### config.mk
export PLATFORM = sky130hd
export DESIGN_NAME = bcs_coefficient_compute
export DESIGN_NICKNAME = d
export VERILOG_FILES = /design/src/sv/bcs_pkg.sv /design/src/sv/bcs_scale.sv /design/src/sv/bcs_coef.sv /design/src/sv/bcs_coefficient_compute.sv
export SDC_FILE = /design/constraint.sdc
export NUM_CORES = 1
export LEC_CHECK = 0
export BUFFER_PORTS_ARGS = -buffer_cell sky130_fd_sc_hd__buf_2
export CORE_MARGIN = 8
export CORE_UTILIZATION = 60
export CTS_CLUSTER_DIAMETER = 60
export CTS_CLUSTER_SIZE = 8
export DETAILED_ROUTE_END_ITERATION = 6
export HOLD_SLACK_MARGIN = 0.02
export PLACE_DENSITY = 0.86
export SLEW_MARGIN = 10
export SYNTH_ARGS = -nofsm -noshare
export SYNTH_HDL_FRONTEND = slang
export SYNTH_SLANG_ARGS = --single-unit
### constraint.sdc
create_clock -name clk -period 6.4 [get_ports clk]
set_input_delay 0.96 -clock clk [delete_from_list [all_inputs] [get_ports clk]]
set_output_delay 0.96 -clock clk [all_outputs]
set_load 0.005 [all_outputs]
### src/sv/bcs_pkg.sv
`timescale 1ns / 1ps

package bcs_pkg;

	localparam int SetBits = 10;
	localparam logic [SetBits-1:0] SettingMax = 10'd1000;

	// scale factors applied before the divide by 1000
	localparam logic [7:0] MultB = 8'd255;
	localparam logic [7:0] MultC = 8'd127;
	localparam logic [7:0] MultS = 8'd31;
	localparam logic [9:0] RoundHalf = 10'd500;

	// floor(n / 1000) = (n * DivRecip) >> DivShift, exact for n < 2^18
	localparam int DivShift = 28;
	localparam logic [18:0] DivRecip = 19'd268436;

	localparam logic [7:0] CtrMid = 8'd64;

	// reciprocal of D = 192 - C for high contrast, ceil(2^21 / D), indexed by C - 64
	localparam int RcpBits = 15;
	localparam int RcpNum = 2 ** 21;
	localparam logic [RcpBits-1:0] RcpTable [0:63] = '{
		15'((RcpNum + 127) / 128), 15'((RcpNum + 126) / 127),
		15'((RcpNum + 125) / 126), 15'((RcpNum + 124) / 125),
		15'((RcpNum + 123) / 124), 15'((RcpNum + 122) / 123),
		15'((RcpNum + 121) / 122), 15'((RcpNum + 120) / 121),
		15'((RcpNum + 119) / 120), 15'((RcpNum + 118) / 119),
		15'((RcpNum + 117) / 118), 15'((RcpNum + 116) / 117),
		15'((RcpNum + 115) / 116), 15'((RcpNum + 114) / 115),
		15'((RcpNum + 113) / 114), 15'((RcpNum + 112) / 113),
		15'((RcpNum + 111) / 112), 15'((RcpNum + 110) / 111),
		15'((RcpNum + 109) / 110), 15'((RcpNum + 108) / 109),
		15'((RcpNum + 107) / 108), 15'((RcpNum + 106) / 107),
		15'((RcpNum + 105) / 106), 15'((RcpNum + 104) / 105),
		15'((RcpNum + 103) / 104), 15'((RcpNum + 102) / 103),
		15'((RcpNum + 101) / 102), 15'((RcpNum + 100) / 101),
		15'((RcpNum + 99) / 100), 15'((RcpNum + 98) / 99),
		15'((RcpNum + 97) / 98), 15'((RcpNum + 96) / 97),
		15'((RcpNum + 95) / 96), 15'((RcpNum + 94) / 95),
		15'((RcpNum + 93) / 94), 15'((RcpNum + 92) / 93),
		15'((RcpNum + 91) / 92), 15'((RcpNum + 90) / 91),
		15'((RcpNum + 89) / 90), 15'((RcpNum + 88) / 89),
		15'((RcpNum + 87) / 88), 15'((RcpNum + 86) / 87),
		15'((RcpNum + 85) / 86), 15'((RcpNum + 84) / 85),
		15'((RcpNum + 83) / 84), 15'((RcpNum + 82) / 83),
		15'((RcpNum + 81) / 82), 15'((RcpNum + 80) / 81),
		15'((RcpNum + 79) / 80), 15'((RcpNum + 78) / 79),
		15'((RcpNum + 77) / 78), 15'((RcpNum + 76) / 77),
		15'((RcpNum + 75) / 76), 15'((RcpNum + 74) / 75),
		15'((RcpNum + 73) / 74), 15'((RcpNum + 72) / 73),
		15'((RcpNum + 71) / 72), 15'((RcpNum + 70) / 71),
		15'((RcpNum + 69) / 70), 15'((RcpNum + 68) / 69),
		15'((RcpNum + 67) / 68), 15'((RcpNum + 66) / 67),
		15'((RcpNum + 65) / 66), 15'((RcpNum + 64) / 65)
	};

	typedef struct packed {
		logic [SetBits-1:0] brightness;
		logic [SetBits-1:0] contrast;
		logic [SetBits-1:0] saturation;
	} settings_t;

	typedef struct packed {
		logic [7:0] b;
		logic [6:0] c;
		logic [4:0] s;
	} scaled_t;

	typedef struct packed {
		logic       hi;
		logic [7:0] b;
		logic [6:0] c;
		logic [7:0] gain;
		logic [6:0] quot;
		logic [7:0] chroma;
	} coef_t;

endpackage

### src/sv/bcs_scale.sv
`timescale 1ns / 1ps

module bcs_scale import bcs_pkg::*; (
	input  logic      clk,
	input  logic      arst_n,
	input  logic      set_valid,
	output logic      set_ready,
	input  settings_t set_data,
	output logic      scl_valid,
	input  logic      scl_ready,
	output scaled_t   scl_data
);

	logic            vld_s1, vld_s2;
	logic            rdy_s1, rdy_s2;
	logic [17:0]     pb_s1, pc_s1, ps_s1;
	scaled_t         scl_s2;
	logic [SetBits-1:0] xb, xc, xs;
	logic [17:0]     pb, pc, ps;
	logic [17:0]     nb, nc, ns;
	logic [36:0]     qb, qc, qs;

	function automatic logic [SetBits-1:0] sat_set(input logic [SetBits-1:0] v);
		return (v > SettingMax) ? SettingMax : v;
	endfunction

	assign rdy_s2    = !vld_s2 || scl_ready;
	assign rdy_s1    = !vld_s1 || rdy_s2;
	assign set_ready = rdy_s1;
	assign scl_valid = vld_s2;
	assign scl_data  = scl_s2;

	always_comb begin
		xb = sat_set(set_data.brightness);
		xc = sat_set(set_data.contrast);
		xs = sat_set(set_data.saturation);
		pb = 18'(xb) * 18'(MultB);
		pc = 18'(xc) * 18'(MultC);
		ps = 18'(xs) * 18'(MultS);
	end

	// round half up, then divide by 1000 through the reciprocal
	always_comb begin
		nb = pb_s1 + 18'(RoundHalf);
		nc = pc_s1 + 18'(RoundHalf);
		ns = ps_s1 + 18'(RoundHalf);
		qb = 37'(nb) * 37'(DivRecip);
		qc = 37'(nc) * 37'(DivRecip);
		qs = 37'(ns) * 37'(DivRecip);
	end

	always_ff @(posedge clk or negedge arst_n) begin
		if (!arst_n) begin
			vld_s1 <= 1'b0;
			vld_s2 <= 1'b0;
		end else begin
			if (rdy_s1) vld_s1 <= set_valid;
			if (rdy_s2) vld_s2 <= vld_s1;
		end
	end

	always_ff @(posedge clk) begin
		if (rdy_s1 && set_valid) begin
			pb_s1 <= pb;
			pc_s1 <= pc;
			ps_s1 <= ps;
		end
		if (rdy_s2 && vld_s1) begin
			scl_s2.b <= qb[DivShift +: 8];
			scl_s2.c <= qc[DivShift +: 7];
			scl_s2.s <= qs[DivShift +: 5];
		end
	end

endmodule

### src/sv/bcs_coef.sv
`timescale 1ns / 1ps

module bcs_coef import bcs_pkg::*; (
	input  logic    clk,
	input  logic    arst_n,
	input  logic    scl_valid,
	output logic    scl_ready,
	input  scaled_t scl_data,
	output logic    coef_valid,
	input  logic    coef_ready,
	output coef_t   coef_data
);

	logic               vld_s3, vld_s4;
	logic               rdy_s3, rdy_s4;
	logic               hi_s3;
	logic [7:0]         b_s3;
	logic [6:0]         c_s3;
	logic [4:0]         s_s3;
	logic [RcpBits-1:0] rcp_s3;
	logic [11:0]        plo_s3;
	coef_t              coef_s4;
	logic [7:0]         ce, ce3;
	logic [11:0]        plo;
	logic [20:0]        qm;
	logic [19:0]        km;
	coef_t              coef;

	assign rdy_s4     = !vld_s4 || coef_ready;
	assign rdy_s3     = !vld_s3 || rdy_s4;
	assign scl_ready  = rdy_s3;
	assign coef_valid = vld_s4;
	assign coef_data  = coef_s4;

	always_comb begin
		ce  = 8'(scl_data.c) + CtrMid;
		plo = 12'(scl_data.s) * 12'(ce);
	end

	// high contrast: quotients by D through the reciprocal of D; low contrast: gain and chroma from C + 64, quotient zero
	always_comb begin
		ce3         = 8'(c_s3) + CtrMid;
		qm          = 21'(c_s3[5:0]) * 21'(rcp_s3);
		km          = 20'(s_s3) * 20'(rcp_s3);
		coef.hi     = hi_s3;
		coef.b      = b_s3;
		coef.c      = c_s3;
		if (hi_s3) begin
			coef.gain   = {1'b0, rcp_s3[RcpBits-1:8]};
			coef.quot   = qm[20:14];
			coef.chroma = km[19:12];
		end else begin
			coef.gain   = {1'b0, ce3[7:1]};
			coef.quot   = '0;
			coef.chroma = {1'b0, plo_s3[11:5]};
		end
	end

	always_ff @(posedge clk or negedge arst_n) begin
		if (!arst_n) begin
			vld_s3 <= 1'b0;
			vld_s4 <= 1'b0;
		end else begin
			if (rdy_s3) vld_s3 <= scl_valid;
			if (rdy_s4) vld_s4 <= vld_s3;
		end
	end

	always_ff @(posedge clk) begin
		if (rdy_s3 && scl_valid) begin
			hi_s3  <= scl_data.c[6];
			b_s3   <= scl_data.b;
			c_s3   <= scl_data.c;
			s_s3   <= scl_data.s;
			rcp_s3 <= RcpTable[scl_data.c[5:0]];
			plo_s3 <= plo;
		end
		if (rdy_s4 && vld_s3) coef_s4 <= coef;
	end

endmodule

### src/sv/bcs_coefficient_compute.sv
`timescale 1ns / 1ps
// An input transfer passes through stages s1 to s5 before its result is on m_axis.
// Throughput: one settings triple per cycle; the five register stages each
// hold their item only while the stage behind them is stalled.
// Reset (arst_n low) clears the stage valid bits; data registers are not reset.

module bcs_coefficient_compute import bcs_pkg::*; (
	input  logic        clk,
	input  logic        arst_n,
	input  logic        s_axis_tvalid,
	output logic        s_axis_tready,
	input  logic [31:0] s_axis_tdata,  // brightness[9:0], contrast[19:10], saturation[29:20]
	output logic        m_axis_tvalid,
	input  logic        m_axis_tready,
	output logic [31:0] m_axis_tdata   // luma_word[15:0], chroma_word[31:16]
);

	settings_t        set_data;
	logic             scl_valid, scl_ready;
	scaled_t          scl_data;
	logic             coef_valid, coef_ready;
	coef_t            coef_data;
	logic             vld_s5;
	logic [31:0]      tdata_s5;
	logic signed [9:0] off_hi, off_lo, off;

	assign set_data.brightness = s_axis_tdata[9:0];
	assign set_data.contrast   = s_axis_tdata[19:10];
	assign set_data.saturation = s_axis_tdata[29:20];

	bcs_scale u_scale (
		.clk       (clk),
		.arst_n    (arst_n),
		.set_valid (s_axis_tvalid),
		.set_ready (s_axis_tready),
		.set_data  (set_data),
		.scl_valid (scl_valid),
		.scl_ready (scl_ready),
		.scl_data  (scl_data)
	);

	bcs_coef u_coef (
		.clk        (clk),
		.arst_n     (arst_n),
		.scl_valid  (scl_valid),
		.scl_ready  (scl_ready),
		.scl_data   (scl_data),
		.coef_valid (coef_valid),
		.coef_ready (coef_ready),
		.coef_data  (coef_data)
	);

	assign coef_ready    = !vld_s5 || m_axis_tready;
	assign m_axis_tvalid = vld_s5;
	assign m_axis_tdata  = tdata_s5;

	// offset clamps: floor at -128 for high contrast, ceiling at 127 for low
	always_comb begin
		off_hi = $signed({2'b00, coef_data.b}) - 10'sd128 - $signed({3'b000, coef_data.quot});
		off_lo = $signed({2'b00, coef_data.b}) - $signed({3'b000, coef_data.c}) - 10'sd64;
		if (coef_data.hi) begin
			off = (off_hi < -10'sd128) ? -10'sd128 : off_hi;
		end else begin
			off = (off_lo > 10'sd127) ? 10'sd127 : off_lo;
		end
	end

	always_ff @(posedge clk or negedge arst_n) begin
		if (!arst_n) begin
			vld_s5 <= 1'b0;
		end else if (coef_ready) begin
			vld_s5 <= coef_valid;
		end
	end

	always_ff @(posedge clk) begin
		if (coef_ready && coef_valid) begin
			tdata_s5 <= {coef_data.chroma, coef_data.chroma, coef_data.gain, off[7:0]};
		end
	end

	a_gain_hi: assert property (@(posedge clk) disable iff (!arst_n)
		coef_valid && coef_data.hi |-> coef_data.gain >= 8'd64 && coef_data.gain <= 8'd126)
		else $error("high contrast gain out of range");

	a_chroma_hi: assert property (@(posedge clk) disable iff (!arst_n)
		coef_valid && coef_data.hi |-> coef_data.chroma <= 8'd244)
		else $error("high contrast chroma gain out of range");

	a_chroma_lo: assert property (@(posedge clk) disable iff (!arst_n)
		coef_valid && !coef_data.hi |-> coef_data.chroma <= 8'd123 && coef_data.quot == 7'd0)
		else $error("low contrast chroma gain out of range");

	a_drained: assert property (@(posedge clk) disable iff (!arst_n)
		!m_axis_tvalid |-> s_axis_tready)
		else $error("input stalled with empty output stage");

endmodule
==> results summary, run 1 <==
The hold violation count in the final report is 0. Max-cap violations in this run came to 0. The worst setup path is captured at a flip-flop. The worst path arrival time came out at 6.67 ns. TritonCTS built the clock tree.

Routability-driven placement finished with a final weighted congestion of 0.915. The setup check on the worst reg-to-reg path leaves a slack of -0.07 ns. The achievable frequency is 154 MHz. STA classifies the critical path startpoint as a flip-flop.

In the post-synthesis netlist, the cell with the most instances is sky130_fd_sc_hd__inv_1. Synthesis handed over a netlist of 2,820 instances. The number of enable flip-flop cells after synthesis is 171. The length in cells of the worst reg-to-reg path is 23. In this run the worst setup path begins at u_scale.pc_s1[3]. Relative to the synthesized area, the layout overhead comes to 9.03%. Of the cells placed in the final design, the portion with a size suffix greater than 1 is 0.0958. The worst register-to-register path ends at u_scale.scl_data[11]. The number of diodes added for antenna fixing is 0. The via count of the first global-routing pass came to 22,167. The number of fill cells is 3,243. The count of input and output buffers came out at 66. Detailed routing inserted a total of 19,967 vias. The commonest cells after synthesis are sky130_fd_sc_hd__inv_1, sky130_fd_sc_hd__ha_1, sky130_fd_sc_hd__fa_1. In this run the critical register-to-register path is launched from u_scale.pc_s1[3].

For this run, the share of the core covered by cells in the final layout is 0.660. The number of distinct library cell variants in the gate-level netlist after synthesis came out at 72. Setup repair after global routing could not meet its margin everywhere.

The number of nets handed over by synthesis was 3,795. The H-tree generated during clock tree synthesis spans 4 levels. By startpoint and endpoint, the worst setup path is classified as reg2reg. The number of antenna violations at the first check in global routing came out at 0.

Entering global routing, the biggest net connects 72 pins. The cell row count came out at 79. The post-synth design cell area is 28,100 µm². Dividing the detail-routed wire length by the instance count gives 16.7 µm. For the worst setup path, the data required time is 6.59 ns. At the pin with the least slew margin, the transition time is 1.12 ns. In this run the horizontal extent of the chip is 233 µm.

In the routed design, unresolved DRC markers number 1. The checks that failed: DRC, setup timing. The global routing usage summed across all routing layers is 0.218.

The global-route wire length before repair came out at 98,400 µm. The most critical setup path has its endpoint at u_scale.scl_data[11]. The fraction of synthesis flops using an asynchronous set or reset pin came out at 0.0284. Across the whole layout, storage elements account for 5260 µm². The type of the worst min-delay path is in2async.

The max-slew violation count came to 0. The worst pin sits at a relative slew slack of 0.255. The total wire length after detailed routing is 59,300 µm. The total CTS buffers came out at 17. After clock tree synthesis, the clock-pin slew on the worst setup and hold paths is 0.07 ns. The placeable core region came out at 46,500 µm². The worst-path maximum fanout is 3. The total iterations of the first detailed-routing run is 7. Among all flip-flop cells after synthesis, the most frequent one is sky130_fd_sc_hd__edfxtp_1. The remaining antenna violation count after routing is 0. The starting density of the core came out at 0.606. Summing all multi-input logic gate instances after layout gives 20,600 µm².

The number of hold buffers added after cts came out at 0. The per-instance average area after synthesis is 9.98 µm². The floorplan step defined a die boundary enclosing 54,100 µm². The total number of yosys warnings came out at 0. The post-detailed-route via-to-cell ratio is 5.62. The clock network latency to the later pin of the worst-skew pair came out at 0.45 ns.

The biggest area contributor in the post-synthesis netlist is sky130_fd_sc_hd__ha_1. The clock skew after layout came out at 0.0141 ns. The number of sinks handled by clock tree synthesis is 176. The number of synthesized register bits came out at 176.

The total of endpoints with negative setup slack in the final report is 1. The number of ports placed on the die boundary is 70. The clock passes through at most 2 buffers. Subtracting the final worst setup slack from the clock period gives 6.47 ns. Once detailed placement completed, the half-perimeter wirelength came to 47,700 µm. The number of DRC violations after detailed-routing iteration 0 came out at 1,095.

The die height is 233 µm. The remaining global-route overflow is 0. The run finished, with violations left.

The portion of the clock cycle consumed by the worst path in the final layout came out at 1.01. In the post-synthesis netlist, the biggest area contributors are sky130_fd_sc_hd__ha_1, sky130_fd_sc_hd__fa_1, sky130_fd_sc_hd__edfxtp_1, sky130_fd_sc_hd__inv_1, sky130_fd_sc_hd__nand2_1. The area fraction of the dominant cell type after synthesis is 0.271. Clock tree synthesis selected as its root buffer the cell sky130_fd_sc_hd__clkbuf_16.

The setup slack after layout is -0.0740 ns. The sequential fraction of the synthesis area is 0.187. The net count of the finished layout is 3,906.

The worst slack at placement is -0.283 ns. The final worst hold slack came out at 0.324 ns.
[critical path: stages, from the launching register on]
cell and delay [ns]:
sky130_fd_sc_hd__edfxtp_1 0.42, sky130_fd_sc_hd__buf_6 0.15, sky130_fd_sc_hd__a21oi_4 0.15, sky130_fd_sc_hd__nor3b_4 0.24, sky130_fd_sc_hd__and2_4 0.20, sky130_fd_sc_hd__and3b_1 0.22
sky130_fd_sc_hd__xor2_2 0.18, sky130_fd_sc_hd__buf_4 0.17, sky130_fd_sc_hd__buf_4 0.15, sky130_fd_sc_hd__ha_1 0.29, sky130_fd_sc_hd__ha_1 0.31, sky130_fd_sc_hd__ha_1 0.32
sky130_fd_sc_hd__fa_1 0.52, sky130_fd_sc_hd__fa_1 0.50, sky130_fd_sc_hd__ha_1 0.31, sky130_fd_sc_hd__ha_1 0.32, sky130_fd_sc_hd__a21oi_2 0.22, sky130_fd_sc_hd__o2111ai_4 0.14
sky130_fd_sc_hd__a221oi_2 0.31, sky130_fd_sc_hd__o211ai_2 0.15, sky130_fd_sc_hd__a41o_1 0.22, sky130_fd_sc_hd__or4_4 0.45, sky130_fd_sc_hd__a31oi_4 0.19, sky130_fd_sc_hd__xnor2_2 0.08
[per-stage QoR]
stage	setup TNS [ns]	instances	cell area (µm²)
global placement	-0.102	3506	29600
floorplan	0	2820	28100
CTS	-0.0277	3542	30400
global route	-0.752	3551	30700
finish	-0.0740	3551	30700
detailed placement	-0.833	3506	29600
[timing repair]
action                                  4_1_cts  5_1_grt
gates resized for setup                      29       38
setup buffers                                 4        9
cloned                                        0        0
pin swaps                                    22       28
endpoints found under the setup margin        9       16
[cell type report]
type                    count  share of cell area
multi-input cells        1940               0.670
flip-flops and latches    176               0.172
inverters                 633              0.0775
repair buffers            163              0.0352
well taps                 607              0.0248
clock buffers              18              0.0140
clock inverters            14             0.00661
[routing by layer]
metal / up-vias / global-route usage / share of wire
li1: 9384 / - / -
met1: 9796 / 0.241 / 0.39
met2: 588 / 0.416 / 0.53
met3: 199 / 0.0280 / 0.042
met4: 0 / 0.0866 / 0.036
met5: - / 0 / 0
[cells in the final DEF, fill, tap and decap left out, drive strengths merged, types with 9 or more instances in the layout]
cell,instances
a211oi,9
a21o,30
a21oi,96
and2,70
and3,10
buf,163
clkbuf,18
edfxtp,171
fa,329
ha,610
inv,636
mux2,11
nand2,231
nand2b,26
nand3,28
nand4,17
nor2,73
nor2b,20
nor3,30
o211ai,14
o21a,23
o21ai,60
o21bai,9
or2,10
or3,12
xnor2,77
xor2,53
[logic make-up after synthesis]
kind of cell	count (synthesis)	share of synthesized area
adders and majority gates	939	0.505
xor gates and xnor gates	130	0.0405
AOI/OAI and AO/OA	310	0.0727
other	1	0.000133
buffers and inverters	704	0.0951
muxes	16	0.00663
and+or+nand+nor	544	0.0925
DFF	176	0.187
[registers in the layout, indices dropped and copies added (netlist names), 5 cells and up]
register	flops
u_scale.pc_s1	17
u_scale.ps_s1	15
u_coef.s_s3	5
u_coef.plo_s3	7
u_coef.coef_data	37
u_coef.rcp_s3	14
m_axis_tdata	23
u_scale.scl_data	20
u_coef.c_s3	7
u_scale.pb_s1	18
u_coef.b_s3	8
[worst min-delay path by stage]
stage                    startpoint                to  cells after the start
2_1_floorplan  u_coef.coef_data[17]  m_axis_tdata[10]                      0
3_3_place_gp   u_scale.scl_data[14]    u_coef.b_s3[2]                      0
3_5_place_dp   u_coef.coef_data[16]   m_axis_tdata[9]                      0
4_1_cts                      arst_n    u_scale.vld_s1                      1
5_1_grt                      arst_n     m_axis_tvalid                      1
6_report                     arst_n     m_axis_tvalid                      1
Power of run 1 is not shown: default switching activity piles up to over one toggle a cycle in this logic, so the estimate is an artifact.
==> run 2, diff against run 1 <==
- SKIP_CTS_REPAIR_TIMING: not set -> 1
==> run 2 against run 1 <==
  * The run ends with setup timing left
  * Worst setup slack worse by 0.12 ns
  * Global-route usage is 0.31 points lower
  * Hold slack better by 0.0020 ns
  * Clock-buffer cell count stayed put
  * Non-clock buffer count is 3 lower
  * Sequential share of layout area hardly changed
  * Design area hardly changed
  * Critical endpoint unchanged
  * Largest cell class unchanged
==> results summary, run 2 (synthesized netlist as in run 1, its figures left out) <==
The flow ran to the end, but the final reports show violations. The checks that failed: setup timing. Counting both buffers and inverters, the worst setup path holds a total of 2. The setup slack after layout is -0.194 ns. Leaving out fill and tap cells, the most frequent cell in the layout is sky130_fd_sc_hd__inv_1. Traced cell by cell, the critical path runs through ha_2 > or4_4 > nand2b_4 > nand2_1 > xnor2_2 > ha_1 > ha_1 > inv_1 > fa_1 > inv_1 > fa_1 > fa_1 > ha_1 > ha_1 > a21o_1 > a21oi_2 > o2111ai_4 > a221oi_2 > o211ai_2 > a41o_1 > or4_4 > a31oi_4 > xnor2_2. The highest-delay cell along the critical path is sky130_fd_sc_hd__or4_4. The initialized floorplan defines 79 standard-cell rows.

The maximum number of pins on one net before global-route repair came out at 72. The master cell of the clock root buffer is sky130_fd_sc_hd__clkbuf_16. TritonCTS built the clock tree. The tightest min-delay check is of the in2async type. The later pin in the worst-skew pair is clocked with a latency of 0.45 ns. The count of maximum capacitance violations came out at 0. The worst setup path is launched from a flip-flop. The remaining global-route overflow came out at 0. The max-slew violation count was 0. In this run the critical register-to-register path is launched from u_scale.pc_s1[2]. The clock skew after layout came out at 0.0122 ns.

The critical path is of the reg2reg type. The die height is 233 µm. The routed length per placed instance is 16.8 µm. The worst setup slack for register-to-register paths came out at -0.19 ns. The clock-pin slew on the worst setup and hold paths is 0.07 ns. The total wire length after detailed routing came out at 59,700 µm. The remaining antenna violation count after routing came out at 0. Broken down by cell family, the worst path's largest delay share belongs to adder cells.

The initial utilization of the core area, before any placement, comes to 0.606. The number of diodes added for antenna fixing came out at 0. The hold violation count in the final report came out at 0. The placeable core region came out at 46,500 µm². The portion of the clock cycle consumed by the worst path in the final layout came out at 1.03. The maximum single-stage delay on the critical path came out at 0.51 ns. Of all nets on the critical path, the largest fanout is 5. The total CTS buffers came out at 17. The achievable frequency is 152 MHz. The clock passes through at most 2 buffers.

The number of vias in the routed layout is 19,979. The die is 233 µm wide. The worst register-to-register path ends at u_scale.scl_data[11].

The relative max-transition margin is 0.256. In the routed design, unresolved DRC markers number 0. The first detailed-routing pass ran for 6 iterations.

The fraction of layout cells with a size suffix above 1 is 0.0945. In the layout the commonest cells are sky130_fd_sc_hd__inv_1, sky130_fd_sc_hd__ha_1, sky130_fd_sc_hd__fa_1. The number of sinks handled by clock tree synthesis came out at 176. Including well taps, the total number of placed cells is 3,506. In this design, the critical path's most frequently occurring cell is sky130_fd_sc_hd__ha_1. Setup repair after global routing could not meet its margin everywhere. The final RePlAce weighted congestion is 0.915.

The required time of the worst setup path is 6.59 ns. The number of H-tree levels is 4. The number of flip-flops under the largest register name came out at 37. The global routing usage summed across all routing layers came out at 0.215.

The first global-routing pass estimated 97,100 µm of wire. The minimum clock period after layout came out at 6.59 ns. The endpoint class of the critical path is a flip-flop. The number of antenna violations at the first check in global routing came out at 0. The estimated wirelength of the detail-placed design came out at 47,700 µm. The length in cells of the worst reg-to-reg path is 23.

The count of input and output buffers is 66. The area of the die came out at 54,100 µm². The slew of the pin with the lowest slew margin is 1.12 ns. For this run, the number of standard cells in the final layout without fillers is 3,548. The worst path arrival time came out at 6.78 ns. The area growth from synthesis to final layout came out at 8.97%. For this run, the post-layout net count is 3,903. The number of DRC violations after detailed-routing iteration 0 came out at 1,184. The total of endpoints with negative setup slack in the final report came out at 2. More flip-flops sit in one register than any other, and that register is u_coef.coef_data.

Dividing the detail-routed via count by the number of cells gives 5.63. The via count of the first global-routing pass was 21,963. The number of ports placed on the die boundary is 70.
==> run 2: stage by stage <==
stage / TNS (ns) / util / hold WS, ns / area [µm²] / setup WS [ns]
global route: -0.857 / 0.660 / 0.319 / 30700 / -0.337
finish: -0.281 / 0.660 / 0.326 / 30700 / -0.194
global placement: -0.102 / 0.637 / 0.401 / 29600 / -0.102
detailed placement: -0.833 / 0.637 / 0.405 / 29600 / -0.283
floorplan: 0 / - / 0.400 / 28100 / 0.0205
CTS: -1.14 / 0.650 / 0.306 / 30200 / -0.309
==> run 2: how the worst max path moves through the flow <==
stage | startpoint | end | depth (start not counted)
3_3_place_gp | u_scale.pc_s1[3] | u_scale.scl_data[11] | 25
2_1_floorplan | u_scale.pc_s1[2] | u_scale.scl_data[11] | 25
4_1_cts | u_scale.pc_s1[3] | u_scale.scl_data[11] | 25
3_5_place_dp | u_scale.pc_s1[3] | u_scale.scl_data[11] | 25
5_1_grt | u_scale.pc_s1[2] | u_scale.scl_data[11] | 24
6_report | u_scale.pc_s1[2] | u_scale.scl_data[11] | 23
==> run 2: layout make-up <==
cell class / instances / area, µm²
Clock buffer: 18 / 429
Clock inverter: 14 / 203
Fill cell: 3237 / 15800
Inverter: 633 / 2380
Multi-Input combinational cell: 1940 / 20600
Sequential cell: 176 / 5260
Tap cell: 607 / 759
Timing Repair Buffer: 160 / 1050
==> run 2: per-layer routing <==
| metal | track usage | vias up | wire, µm | share of wire |
|---|---|---|---|---|
| li1 | - | 9375 | - | - |
| met1 | 0.239 | 9802 | 23200 | 0.39 |
| met2 | 0.412 | 611 | 32100 | 0.54 |
| met3 | 0.0264 | 191 | 2570 | 0.043 |
| met4 | 0.0813 | 0 | 1870 | 0.031 |
| met5 | 0 | - | 0 | 0 |
Power of run 2 is left out for the same reason.
==> run 3, diff against run 2 <==
==> constraint.sdc (replaced) <==
create_clock -name clk -period 6.4 [get_ports clk]
set_input_delay 1.28 -clock clk [delete_from_list [all_inputs] [get_ports clk]]
set_output_delay 1.28 -clock clk [all_outputs]
set_load 0.05 [all_outputs]
==> run 3 against run 2 <==
  * The flow still finishes with violations (setup timing)
  * Global-route usage rose by 0.92 points
  * Critical path type unchanged
  * Wire length rose by 6.4%
  * Maximum frequency shrank 0.72%
==> results summary, run 3 (synthesized netlist as in run 1, its figures left out) <==
0 antenna diodes ended up in the layout. In the global route stage, overall resource usage came out at 0.224. At the pin with the least slew margin, the transition time is 1.17 ns. The final RePlAce weighted congestion is 0.912.

The first global-routing pass estimated 100,000 µm of wire. The cell row count is 79. The count of maximum capacitance violations is 0. The overall die width is 233 µm.

The number of antenna violations at the first check in global routing is 0. The count of input and output buffers is 66. Entering global routing, the biggest net connects 72 pins.

For this block, the via count after detailed routing is 20,423. The cell depth of the worst hold path is 0. The number of cells in the design after placement came out at 3,513. The portion of the clock cycle consumed by the worst path in the final layout came out at 1.04. The total CTS buffers is 17. The remaining antenna violation count after routing is 0. The path class of the tightest hold or removal check is reg2reg.

The routed design has 63,500 µm of wire. The core region is 46,500 µm². The total of endpoints with negative setup slack in the final report is 3. After the flow finishes, the layout carries non-filler instances totaling 3,562.

The achievable frequency is 151 MHz. The clock network latency to the later pin of the worst-skew pair is 0.48 ns. Once detailed placement completed, the half-perimeter wirelength came to 48,400 µm.

The post-detailed-route via-to-cell ratio came out at 5.73. The register with the most flip-flops in the final layout is u_coef.coef_data. The library cells used most frequently in the layout, excluding fill and tap cells, are sky130_fd_sc_hd__inv_1, sky130_fd_sc_hd__ha_1, sky130_fd_sc_hd__fa_1. The required time of the worst setup path came out at 6.64 ns.

The initial utilization of the core area, before any placement, comes to 0.606. The max-slew violation count is 0. The most common cell after layout, fill and taps aside is sky130_fd_sc_hd__inv_1. Setup repair after global routing could not meet its margin everywhere. On the final layout, the worst clock skew is 0.0169 ns. The worst path arrival time is 6.88 ns. After the first detailed-routing iteration, the DRC count stood at 1,522. The number of ports placed on the die boundary came out at 70. The type of the worst setup path is reg2reg. STA classifies the critical path endpoint as a flip-flop. The total overflow left after global routing is 0. CTS placed an instance of sky130_fd_sc_hd__clkbuf_16 at the clock tree root.

The area of the die came out at 54,100 µm². The total iterations of the first detailed-routing run is 6. The final-stage net count came out at 3,917. The number of sinks handled by clock tree synthesis came out at 176. Dividing the detail-routed wire length by the instance count gives 17.8 µm. The die height came out at 233 µm. STA classifies the critical path startpoint as a flip-flop. The hold violation count in the final report is 0. In this run the number of H-tree levels came out at 4. The checks that failed: setup timing.

The largest buffer count on any clock path came out at 2. For this run, design rule violations remaining after detail routing come to 0. The clock-pin slew on the worst setup and hold paths came out at 0.09 ns. The flow ran to the end, but the final reports show violations.

The area growth from synthesis to final layout came out at 9.57%. The relative max-transition margin came out at 0.219. The worst-path maximum fanout is 5.

The length in cells of the worst reg-to-reg path came out at 24. The setup slack after layout is -0.242 ns. Of the cells placed in the final design, the portion with a size suffix greater than 1 is 0.102. The CTS tree is built.

The layout has 3,145 filler cells. The minimum clock period after layout is 6.64 ns. The via count of the first global-routing pass is 22,206. The number of flip-flops under the largest register name came out at 37.
run 3: critical path: stages (launching register included):
cell                        delay, ns
sky130_fd_sc_hd__edfxtp_1        0.42
sky130_fd_sc_hd__ha_2            0.21
sky130_fd_sc_hd__or4_4           0.52
sky130_fd_sc_hd__nand2b_4        0.21
sky130_fd_sc_hd__nand2_4         0.14
sky130_fd_sc_hd__xnor2_4         0.16
sky130_fd_sc_hd__ha_4            0.25
sky130_fd_sc_hd__fa_1            0.49
sky130_fd_sc_hd__inv_1           0.05
sky130_fd_sc_hd__fa_1            0.48
sky130_fd_sc_hd__inv_1           0.06
sky130_fd_sc_hd__fa_1            0.50
sky130_fd_sc_hd__inv_1           0.07
sky130_fd_sc_hd__fa_1            0.53
sky130_fd_sc_hd__inv_1           0.06
sky130_fd_sc_hd__ha_4            0.24
sky130_fd_sc_hd__a21o_1          0.18
sky130_fd_sc_hd__a21oi_2         0.16
sky130_fd_sc_hd__o2111ai_2       0.12
sky130_fd_sc_hd__a221oi_2        0.30
sky130_fd_sc_hd__o211ai_2        0.18
sky130_fd_sc_hd__a41o_1          0.26
sky130_fd_sc_hd__or4_4           0.57
sky130_fd_sc_hd__a31oi_4         0.16
sky130_fd_sc_hd__xnor2_1         0.09
run 3: per-layer routing:
metal	track usage	routed length, µm	vias to the layer above
li1	-	-	9425
met1	0.247	23800	9955
met2	0.421	33100	764
met3	0.0303	3260	279
met4	0.103	3310	0
met5	0	0	-
run 3: worst paths after layout:
check | from | end | slack (ns)
max | u_scale.pc_s1[3] | u_scale.scl_data[11] | -0.24
min | u_coef.coef_data[21] | m_axis_tdata[14] | 0.42
max reg2reg | u_scale.pc_s1[3] | u_scale.scl_data[11] | -0.24
min reg2reg | u_coef.coef_data[21] | m_axis_tdata[14] | 0.42
max in group asynchronous | arst_n | m_axis_tvalid | 5.67
min in group asynchronous | arst_n | u_scale.vld_s1 | 0.60
run 3: stage by stage:
stage	utilization	area, µm²	setup slack (ns)	hold slack [ns]	setup TNS, ns
6_report	0.663	30800	-0.242	0.421	-0.445
5_1_grt	0.663	30800	-0.390	0.424	-1.85
4_1_cts	0.652	30300	-0.341	0.422	-1.49
3_5_place_dp	0.638	29600	-0.362	0.405	-1.39
3_3_place_gp	0.638	29600	-0.110	0.401	-0.116
2_1_floorplan	-	28100	0.0205	0.400	0
run 3: final cells by class:
class / instances / area, µm² / area share
clock inverters: 15 / 214 / 0.00694
well taps: 607 / 759 / 0.0246
flip-flops and latches: 176 / 5260 / 0.171
inverters: 633 / 2380 / 0.0771
clock buffers: 17 / 425 / 0.0138
repair buffers: 174 / 1160 / 0.0378
multi-input cells: 1940 / 20600 / 0.669
Power of run 3 is left out for the same reason.
